### config.mk
export PLATFORM = sky130hd
export DESIGN_NAME = js_string_escape_decoder
export DESIGN_NICKNAME = d
export VERILOG_FILES = /design/src/design/jsd_pkg.sv /design/src/design/jsd_decode.sv /design/src/design/js_string_escape_decoder.sv
export VERILOG_INCLUDE_DIRS = /design/src /design/src/design
export SDC_FILE = /design/constraint.sdc
export NUM_CORES = 1
export LEC_CHECK = 0
export BUFFER_PORTS_ARGS = -buffer_cell sky130_fd_sc_hd__buf_2
export CAP_MARGIN = 10
export CORE_MARGIN = 5
export CORE_UTILIZATION = 63
export DETAILED_ROUTE_END_ITERATION = 6
export GPL_TIMING_DRIVEN = 0
export PLACE_DENSITY = 0.77
export SLEW_MARGIN = 20
export SYNTH_ARGS = -nofsm -noshare
export SYNTH_HDL_FRONTEND = slang
export SYNTH_SLANG_ARGS = --single-unit
### constraint.sdc
create_clock -name aclk -period 4.2 [get_ports aclk]
set_input_delay 0 -clock aclk [delete_from_list [all_inputs] [get_ports aclk]]
set_output_delay 0 -clock aclk [all_outputs]
set_load 0.05 [all_outputs]
### src/design/js_string_escape_decoder_macros.svh
`ifndef JS_STRING_ESCAPE_DECODER_MACROS_SVH
`define JS_STRING_ESCAPE_DECODER_MACROS_SVH

// same-cycle implication, checked on aclk outside reset
`define JSD_ASSERT_NOW(lbl, ante, cons, msg) \
    lbl: assert property (@(posedge aclk) disable iff (!aresetn) (ante) |-> (cons)) \
        else $error(msg);

// next-cycle implication, checked on aclk outside reset
`define JSD_ASSERT_NEXT(lbl, ante, cons, msg) \
    lbl: assert property (@(posedge aclk) disable iff (!aresetn) (ante) |=> (cons)) \
        else $error(msg);

`endif

### src/design/jsd_pkg.sv
package jsd_pkg;

    localparam int MaxRes = 4;
    localparam int CntW = $clog2(MaxRes + 1);

    localparam logic [2:0] PH_NORMAL = 3'd0;
    localparam logic [2:0] PH_ESC    = 3'd1;
    localparam logic [2:0] PH_FIRST  = 3'd2;
    localparam logic [2:0] PH_MORE   = 3'd3;

    localparam logic [2:0] ST_OK         = 3'd0;
    localparam logic [2:0] ST_BAD_ESC    = 3'd1;
    localparam logic [2:0] ST_BAD_FIRST  = 3'd2;
    localparam logic [2:0] ST_BAD_CP     = 3'd3;
    localparam logic [2:0] ST_UNFINISHED = 3'd4;

    typedef struct packed {
        logic [7:0] ch;
        logic       first;
        logic       final_req;
    } in_t;

    typedef struct packed {
        logic [7:0] out_byte;
        logic       last;
        logic [2:0] status;
    } out_t;

    typedef struct packed {
        logic [2:0]  phase;
        logic [2:0]  digits_left;
        logic        hex_radix;
        logic [15:0] code_value;
        logic        dropping;
    } state_t;

    typedef struct packed {
        state_t                 nxt;
        out_t [MaxRes-1:0]      res;
        logic [CntW-1:0]        count;
    } dec_t;

endpackage

### src/design/jsd_decode.sv
module jsd_decode (
    input  jsd_pkg::in_t    in_data,
    input  jsd_pkg::state_t state,
    output jsd_pkg::dec_t   dec
);
    import jsd_pkg::*;

    localparam logic [7:0] CH_BSLASH = 8'h5C;
    localparam logic [7:0] CH_X      = 8'h78;
    localparam logic [7:0] CH_U      = 8'h75;
    localparam logic [7:0] CH_ZERO   = 8'h30;
    localparam logic [7:0] CH_SEVEN  = 8'h37;
    localparam logic [18:0] OctLimit = 19'h100;

    typedef struct packed {
        logic       ok;
        logic [3:0] val;
    } digit_t;

    typedef struct packed {
        logic [2:0][7:0] b;
        logic [1:0]      n;
        logic            bad;
    } utf_t;

    function automatic digit_t hex_val(input logic [7:0] c);
        digit_t r;
        r.ok = 1'b1;
        if (c >= 8'h30 && c <= 8'h39) begin
            r.val = 4'(c - 8'h30);
        end else if (c >= 8'h61 && c <= 8'h66) begin
            r.val = 4'(c - 8'h57);
        end else if (c >= 8'h41 && c <= 8'h46) begin
            r.val = 4'(c - 8'h37);
        end else begin
            r.ok  = 1'b0;
            r.val = 4'd0;
        end
        return r;
    endfunction

    // simple escape letter to byte, bit 8 flags a valid letter
    function automatic logic [8:0] simple_esc(input logic [7:0] c);
        logic [8:0] r;
        case (c)
            8'h62:   r = {1'b1, 8'd8};
            8'h66:   r = {1'b1, 8'd12};
            8'h6E:   r = {1'b1, 8'd10};
            8'h72:   r = {1'b1, 8'd13};
            8'h74:   r = {1'b1, 8'd9};
            8'h76:   r = {1'b1, 8'd11};
            8'h27:   r = {1'b1, 8'h27};
            8'h22:   r = {1'b1, 8'h22};
            8'h5C:   r = {1'b1, 8'h5C};
            8'h38:   r = {1'b1, 8'd8};
            8'h39:   r = {1'b1, 8'd9};
            default: r = 9'd0;
        endcase
        return r;
    endfunction

    // raw byte below 0x100, otherwise two or three bytes of utf-8
    function automatic utf_t encode(input logic [15:0] v);
        utf_t r;
        r.b   = '0;
        r.bad = (v >= 16'hD800) && (v <= 16'hDFFF);
        if (v < 16'h0100) begin
            r.n    = 2'd1;
            r.b[0] = v[7:0];
        end else if (v < 16'h0800) begin
            r.n    = 2'd2;
            r.b[0] = {3'b110, v[10:6]};
            r.b[1] = {2'b10, v[5:0]};
        end else begin
            r.n    = 2'd3;
            r.b[0] = {4'b1110, v[15:12]};
            r.b[1] = {2'b10, v[11:6]};
            r.b[2] = {2'b10, v[5:0]};
        end
        return r;
    endfunction

    state_t          nx;
    out_t [MaxRes-1:0] res;
    logic [CntW-1:0] n;
    logic [2:0]      ph;
    logic            cont;
    logic            used;
    logic            done;
    logic [2:0]      dleft;
    logic [15:0]     code;
    logic [18:0]     oct_nv;
    digit_t          hd;
    utf_t            ev;
    logic [8:0]      se;
    logic [7:0]      ch;

    always_comb begin
        ch     = in_data.ch;
        nx     = state;
        res    = '0;
        n      = '0;
        ph     = state.phase;
        cont   = 1'b0;
        used   = 1'b0;
        done   = 1'b0;
        dleft  = state.digits_left;
        code   = state.code_value;
        hd     = hex_val(ch);
        oct_nv = {state.code_value, 3'b000} + 19'(ch[2:0]);
        ev     = encode(state.code_value);
        se     = simple_esc(ch);

        if (in_data.first) begin
            nx       = '0;
            nx.phase = PH_NORMAL;
            res[0]   = '{out_byte: ch, last: in_data.final_req, status: ST_OK};
            n        = CntW'(1);
            nx.dropping = in_data.final_req;
        end else if (state.dropping) begin
            n = '0;
        end else if (in_data.final_req) begin
            if (ph == PH_ESC || ph == PH_FIRST) begin
                nx.phase    = PH_NORMAL;
                nx.dropping = 1'b1;
                res[0]      = '{out_byte: 8'd0, last: 1'b1, status: ST_UNFINISHED};
                n           = CntW'(1);
            end else if (ph == PH_MORE && ev.bad) begin
                nx.phase    = PH_NORMAL;
                nx.dropping = 1'b1;
                res[0]      = '{out_byte: 8'd0, last: 1'b1, status: ST_BAD_CP};
                n           = CntW'(1);
            end else begin
                // flush a pending digit run, then pass the closing quote
                if (ph == PH_MORE) begin
                    for (int i = 0; i < 3; i++) begin
                        if (i < int'(ev.n)) begin
                            res[n[1:0]] = '{out_byte: ev.b[i], last: 1'b0, status: ST_OK};
                            n = n + CntW'(1);
                        end
                    end
                end
                res[n[1:0]] = '{out_byte: ch, last: 1'b1, status: ST_OK};
                n           = n + CntW'(1);
                nx.phase    = PH_NORMAL;
                nx.dropping = 1'b1;
            end
        end else begin
            cont = 1'b1;
            if (ph == PH_MORE) begin
                if (state.hex_radix) begin
                    used = hd.ok;
                    code = {state.code_value[11:0], hd.val};
                end else begin
                    used = (ch >= CH_ZERO) && (ch <= CH_SEVEN) && (oct_nv <= OctLimit);
                    code = oct_nv[15:0];
                end
                if (used) begin
                    dleft             = state.digits_left - 3'd1;
                    nx.code_value     = code;
                    nx.digits_left    = dleft;
                    done              = (dleft == 3'd0);
                    ev                = encode(code);
                end else begin
                    done = 1'b1;
                end
                if (!done) begin
                    cont = 1'b0;
                end else begin
                    ph       = PH_NORMAL;
                    nx.phase = PH_NORMAL;
                    if (ev.bad) begin
                        nx.dropping = 1'b1;
                        res[0]      = '{out_byte: 8'd0, last: 1'b1, status: ST_BAD_CP};
                        n           = CntW'(1);
                        cont        = 1'b0;
                    end else begin
                        for (int i = 0; i < 3; i++) begin
                            if (i < int'(ev.n)) begin
                                res[n[1:0]] = '{out_byte: ev.b[i], last: 1'b0,
                                                status: ST_OK};
                                n = n + CntW'(1);
                            end
                        end
                        // a terminating non-digit is then handled as an ordinary byte
                        if (used) begin
                            cont = 1'b0;
                        end
                    end
                end
            end

            if (cont) begin
                if (ph == PH_FIRST) begin
                    if (hd.ok) begin
                        nx.code_value  = {12'd0, hd.val};
                        nx.digits_left = state.digits_left - 3'd1;
                        nx.phase       = PH_MORE;
                    end else begin
                        nx.phase    = PH_NORMAL;
                        nx.dropping = 1'b1;
                        res[0]      = '{out_byte: 8'd0, last: 1'b1, status: ST_BAD_FIRST};
                        n           = CntW'(1);
                    end
                end else if (ph == PH_ESC) begin
                    if (ch == CH_X || ch == CH_U) begin
                        nx.hex_radix   = 1'b1;
                        nx.digits_left = (ch == CH_X) ? 3'd2 : 3'd4;
                        nx.code_value  = '0;
                        nx.phase       = PH_FIRST;
                    end else if (ch >= CH_ZERO && ch <= CH_SEVEN) begin
                        nx.hex_radix   = 1'b0;
                        nx.code_value  = {13'd0, ch[2:0]};
                        nx.digits_left = 3'd2;
                        nx.phase       = PH_MORE;
                    end else if (se[8]) begin
                        nx.phase = PH_NORMAL;
                        res[0]   = '{out_byte: se[7:0], last: 1'b0, status: ST_OK};
                        n        = CntW'(1);
                    end else begin
                        nx.phase    = PH_NORMAL;
                        nx.dropping = 1'b1;
                        res[0]      = '{out_byte: 8'd0, last: 1'b1, status: ST_BAD_ESC};
                        n           = CntW'(1);
                    end
                end else begin
                    nx.phase = PH_NORMAL;
                    if (ch == CH_BSLASH) begin
                        nx.phase = PH_ESC;
                    end else begin
                        res[n[1:0]] = '{out_byte: ch, last: 1'b0, status: ST_OK};
                        n = n + CntW'(1);
                    end
                end
            end
        end

        dec.nxt   = nx;
        dec.res   = res;
        dec.count = n;
    end

endmodule

### src/design/js_string_escape_decoder.sv
// first result of a transaction is registered and valid in the cycle after it is accepted
// throughput: one input transaction per cycle while each gives at most one result and m_ready is high
// a transaction with k results holds off input until the last of them leaves the
//   result buffer, which drains one byte per cycle while m_ready is high
// reset: synchronous, active low; clears decoder state and empties the result buffer
module js_string_escape_decoder (
    input  logic          aclk,
    input  logic          aresetn,
    input  logic          s_valid,
    output logic          s_ready,
    input  jsd_pkg::in_t  s_data,
    output logic          m_valid,
    input  logic          m_ready,
    output jsd_pkg::out_t m_data
);
    import jsd_pkg::*;

    `include "js_string_escape_decoder_macros.svh"

    state_t            state_reg;
    state_t            state_next;
    out_t [MaxRes-1:0] res_reg;
    out_t [MaxRes-1:0] res_next;
    logic [CntW-1:0]   cnt_reg;
    logic [CntW-1:0]   cnt_next;
    dec_t              dec;
    logic              s_fire;
    logic              m_fire;

    jsd_decode u_decode (
        .in_data (s_data),
        .state   (state_reg),
        .dec     (dec)
    );

    assign m_valid = (cnt_reg != '0);
    assign m_data  = res_reg[0];
    assign m_fire  = m_valid && m_ready;
    // take a new transaction once the buffer is empty or its last entry leaves now
    assign s_ready = (cnt_reg == '0) || ((cnt_reg == CntW'(1)) && m_ready);
    assign s_fire  = s_valid && s_ready;

    always_comb begin
        state_next = state_reg;
        res_next   = res_reg;
        cnt_next   = cnt_reg;
        if (s_fire) begin
            state_next = dec.nxt;
            res_next   = dec.res;
            cnt_next   = dec.count;
        end else if (m_fire) begin
            for (int i = 0; i < MaxRes - 1; i++) begin
                res_next[i] = res_reg[i+1];
            end
            cnt_next = cnt_reg - CntW'(1);
        end
    end

    always_ff @(posedge aclk) begin
        if (!aresetn) begin
            state_reg <= '0;
            cnt_reg   <= '0;
        end else begin
            state_reg <= state_next;
            cnt_reg   <= cnt_next;
        end
    end

    always_ff @(posedge aclk) begin
        res_reg <= res_next;
    end

    `JSD_ASSERT_NOW(a_no_overrun, s_fire, (cnt_reg == '0) || ((cnt_reg == CntW'(1)) && m_fire), "result buffer overrun")
    `JSD_ASSERT_NEXT(a_drop_silent, s_fire && !s_data.first && state_reg.dropping, cnt_reg == '0, "dropped transaction produced a result")
    `JSD_ASSERT_NOW(a_err_last, m_valid && (m_data.status != ST_OK), m_data.last, "error result not marked last")
    `JSD_ASSERT_NEXT(a_start_drop, s_fire && s_data.first, state_reg.dropping == $past(s_data.final_req), "opening quote left wrong drop state")

endmodule

==> summary.txt <==
Cells and area
  • Finished Layout Cells: 975
  • Finished Cell Area: 6750 sq um
  • Filler Cells Inserted: 825
  • Final Core Density: 70.0%
  • Area of the multi-input gates: 4030 sq um
  • FF+latch area: 1710 sq um
  • Most frequent cells in the layout: 89 x nand2_1, 83 x o21ai_0, 52 x clkbuf_1
  • Syn-to-layout area delta: 9.79%
  • Most common cell after layout, fill and taps aside: nand2_1
  • Final #Nets: 868
  • Max FFs per register: 27
  • Share of cells above drive strength 1: 13.1%
  • Inserted Diodes: 0

Detailed routing
  • Via count: 7068
  • Via density: 7.25
  • Routed Wire Length: 24100 um
  • Post-DR wirelength/cell: 24.7 um
  • Final ANT Viol Nets: 0
  • Drt drc: 0
  • DRT Pass-1 Iters: 6
  • Number of DRC markers in iteration 0: 1104

Floorplan
  • Rows: 36
  • Die Width: 109 um
  • CORE AREA: 9640 sq um
  • Initial Util: 63.8%
  • Die H: 109 um
  • Die ar.: 11800 sq um
  • I/O Pins: 28

Setup path
  • CP startpoint kind: flip-flop
  • Endpoint type of the worst setup path: flip-flop
  • Slowest cell on crit path: or4_4
  • Cells on worst reg2reg path: 14
  • RR Startpoint: state_reg[12]
  • Critical-path maximum fanout: 9
  • Worst EP arrival: 4.28 ns
  • Crit path required time: 4.37 ns
  • Worst path max stage delay: 0.55 ns
  • Worst R2R End: m_data[7]
  • WS Path Type: flip-flop to flip-flop
  • Cells along the critical path: or4_1 > clkbuf_2 > or4_4 > a211oi_4 > buf_4 > a21oi_4 > mux2i_4 > inv_1 > ha_4 > nand4_1 > a211oi_2 > nor2_1 > o2111ai_1 > a31oi_1
  • R2r setup slk: 0.08 ns

Placement
  • Area after DPL: 6440 sq um
  • GPL Wtd Cong: 1.06
  • DP HPWL: 18200 um
  • Post-placement cell count: 952
  • Worst slack, placed: -0.951 ns
  • IO Port Bufs: 25

Clocking
  • Clk sinks: 66
  • CTS tree: yes
  • CTS Buf Count: 9
  • Clock latency on the worst-skew pair: 0.38 ns
  • Root buffer selected by CTS: clkbuf_8
  • Clock-pin slew on the worst setup and hold paths: 0.08 ns
  • Htree depth: 3
  • Clock buffer depth: 2

Synth
  • Mapped cell area: 6150 sq um
  • Top-area cell type share of the netlist area: 19.1%
  • Synth cell types: 84
  • FFs w/ async S/R, synth: 0%
  • Largest area contributor in the netlist: edfxtp_1
  • #FFs+latches synth: 66
  • Number of synthesized flops with an enable pin: 39
  • Synth Area per Inst: 7.74 sq um
  • Yosys warnings: 0
  • Area contributors post-synth: edfxtp_1 19%, dfxtp_1 8.8%, o21ai_0 7.0%
  • Sequential area share after synthesis: 27.8%
  • Post-Syn Instances: 794
  • Syn_nets: 825
  • Top flip-flop cell by instance count after synthesis: edfxtp_1

Timing
  • Clock Skews: 0.0249 ns
  • Post-route setup slack: 0.0843 ns
  • Setup Total Neg Slack: 0 ns
  • Min Tclk post-route: 4.12 ns
  • Period utilization: 98.0%
  • Final Slew Violations: 0
  • Number of setup violations in the final report: 0
  • Relative slew slack: 19.1%
  • Worst hold slack: 0.152 ns
  • Fmax: 243 MHz
  • Least-Margin Pin Slew: 1.20 ns
  • Final hold vios: 0

Min path
  • Worst hold path class: input port to flip-flop
  • Hold_sp: s_valid
  • Hold Path Depth: 4
  • Hold Path Sink: cnt_reg[1]

Pwr
  • Lkg Pwr: 2.49 nW
  • Worst vdd ir: 337 uV
  • Total Power: 2.77 mW
  • Power density over the cells: 410 nW/um^2

Global route
  • GRT Residual Overflow: 0
  • Largest net degree at the start of global routing: 36
  • First-pass GRT wire length: 36500 um
  • Total GRT Usage: 40.9%
  • Vias in the first global route: 6432
  • Initial antenna violation count: 0

Status
  • Status: completed

Run
  • Total of max-cap violations: 0
synthesized netlist by cell type, types with 17 or more instances:
cell type,number
nand2_1,90
o21ai_0,86
clkbuf_1,54
a21oi_1,52
nor2_1,48
edfxtp_1,39
dfxtp_1,27
inv_1,26
and3_1,20
and2_1,18
ha_1,17
nand3_1,17
o211ai_1,17
worst max path at each step:
stage | slack, ns | depth (start not counted) | endpoint | start
final | 0.08 | 14 | m_data[7] | state_reg[12]
after detailed placement | -0.95 | 17 | m_data[11] | s_data[2]
after global placement | -0.77 | 17 | m_data[11] | s_data[2]
after floorplan | 0.41 | 16 | m_data[11] | s_data[2]
after global routing | -0.03 | 14 | m_data[9] | state_reg[12]
after CTS | 0.001 | 14 | m_data[9] | state_reg[12]
critical path: cells and delay by family (launching register included):
| kind | cells | cell delay [ns] |
|---|---|---|
| buffers and inverters | 3 | 0.49 |
| DFF | 1 | 0.38 |
| muxes | 1 | 0.29 |
| and+or+nand+nor | 4 | 1.59 |
| AOI/OAI and AO/OA | 5 | 0.96 |
| adders and majority gates | 1 | 0.20 |
what timing repair did:
action,4_1_cts,5_1_grt
buffers inserted,2,5
gates resized for setup,7,13
pin swaps,1,4
setup endpoints to repair,21,19
hold endpoints to repair,5,0
hold buffers,1,0
area by class of cell:
class	instances	area share, %
Sequential cell	66	25.4
Inverter	26	1.45
Tap cell	133	2.47
Multi-Input combinational cell	623	59.7
Clock buffer	11	1.95
Timing Repair Buffer	33	2.78
Clock inverter	5	0.816
Buffer	78	5.47
routing by layer:
| metal | part of all wire [%] | up-vias | GRT usage (%) |
|---|---|---|---|
| met3 | 14 | 120 | 10.4 |
| met2 | 43 | 628 | 62.0 |
| met1 | 38 | 3238 | 53.8 |
| met4 | 5.3 | 0 | 20.8 |
| met5 | 0 | - | 0 |
| li1 | - | 3082 | - |
kinds of logic (layout without fill, tap and decap cells):
logic type / Yosys count / count (layout) / synth area share, %
and+or+nand+nor: 278 / 278 / 23.2
buffers and inverters: 105 / 153 / 7.55
muxes: 27 / 27 / 4.80
xor gates and xnor gates: 4 / 4 / 0.570
DFF: 66 / 66 / 27.8
adders and majority gates: 17 / 17 / 3.46
AOI/OAI and AO/OA: 297 / 297 / 32.6
power by group:
group / internal (mW) / switching, mW / total [mW]
clock network: 0.273 / 0.273 / 0.546
logic: 0.350 / 0.835 / 1.19
registers: 0.955 / 0.0843 / 1.04
total: 1.58 / 1.19 / 2.77
(Power assumes the default switching activity.)
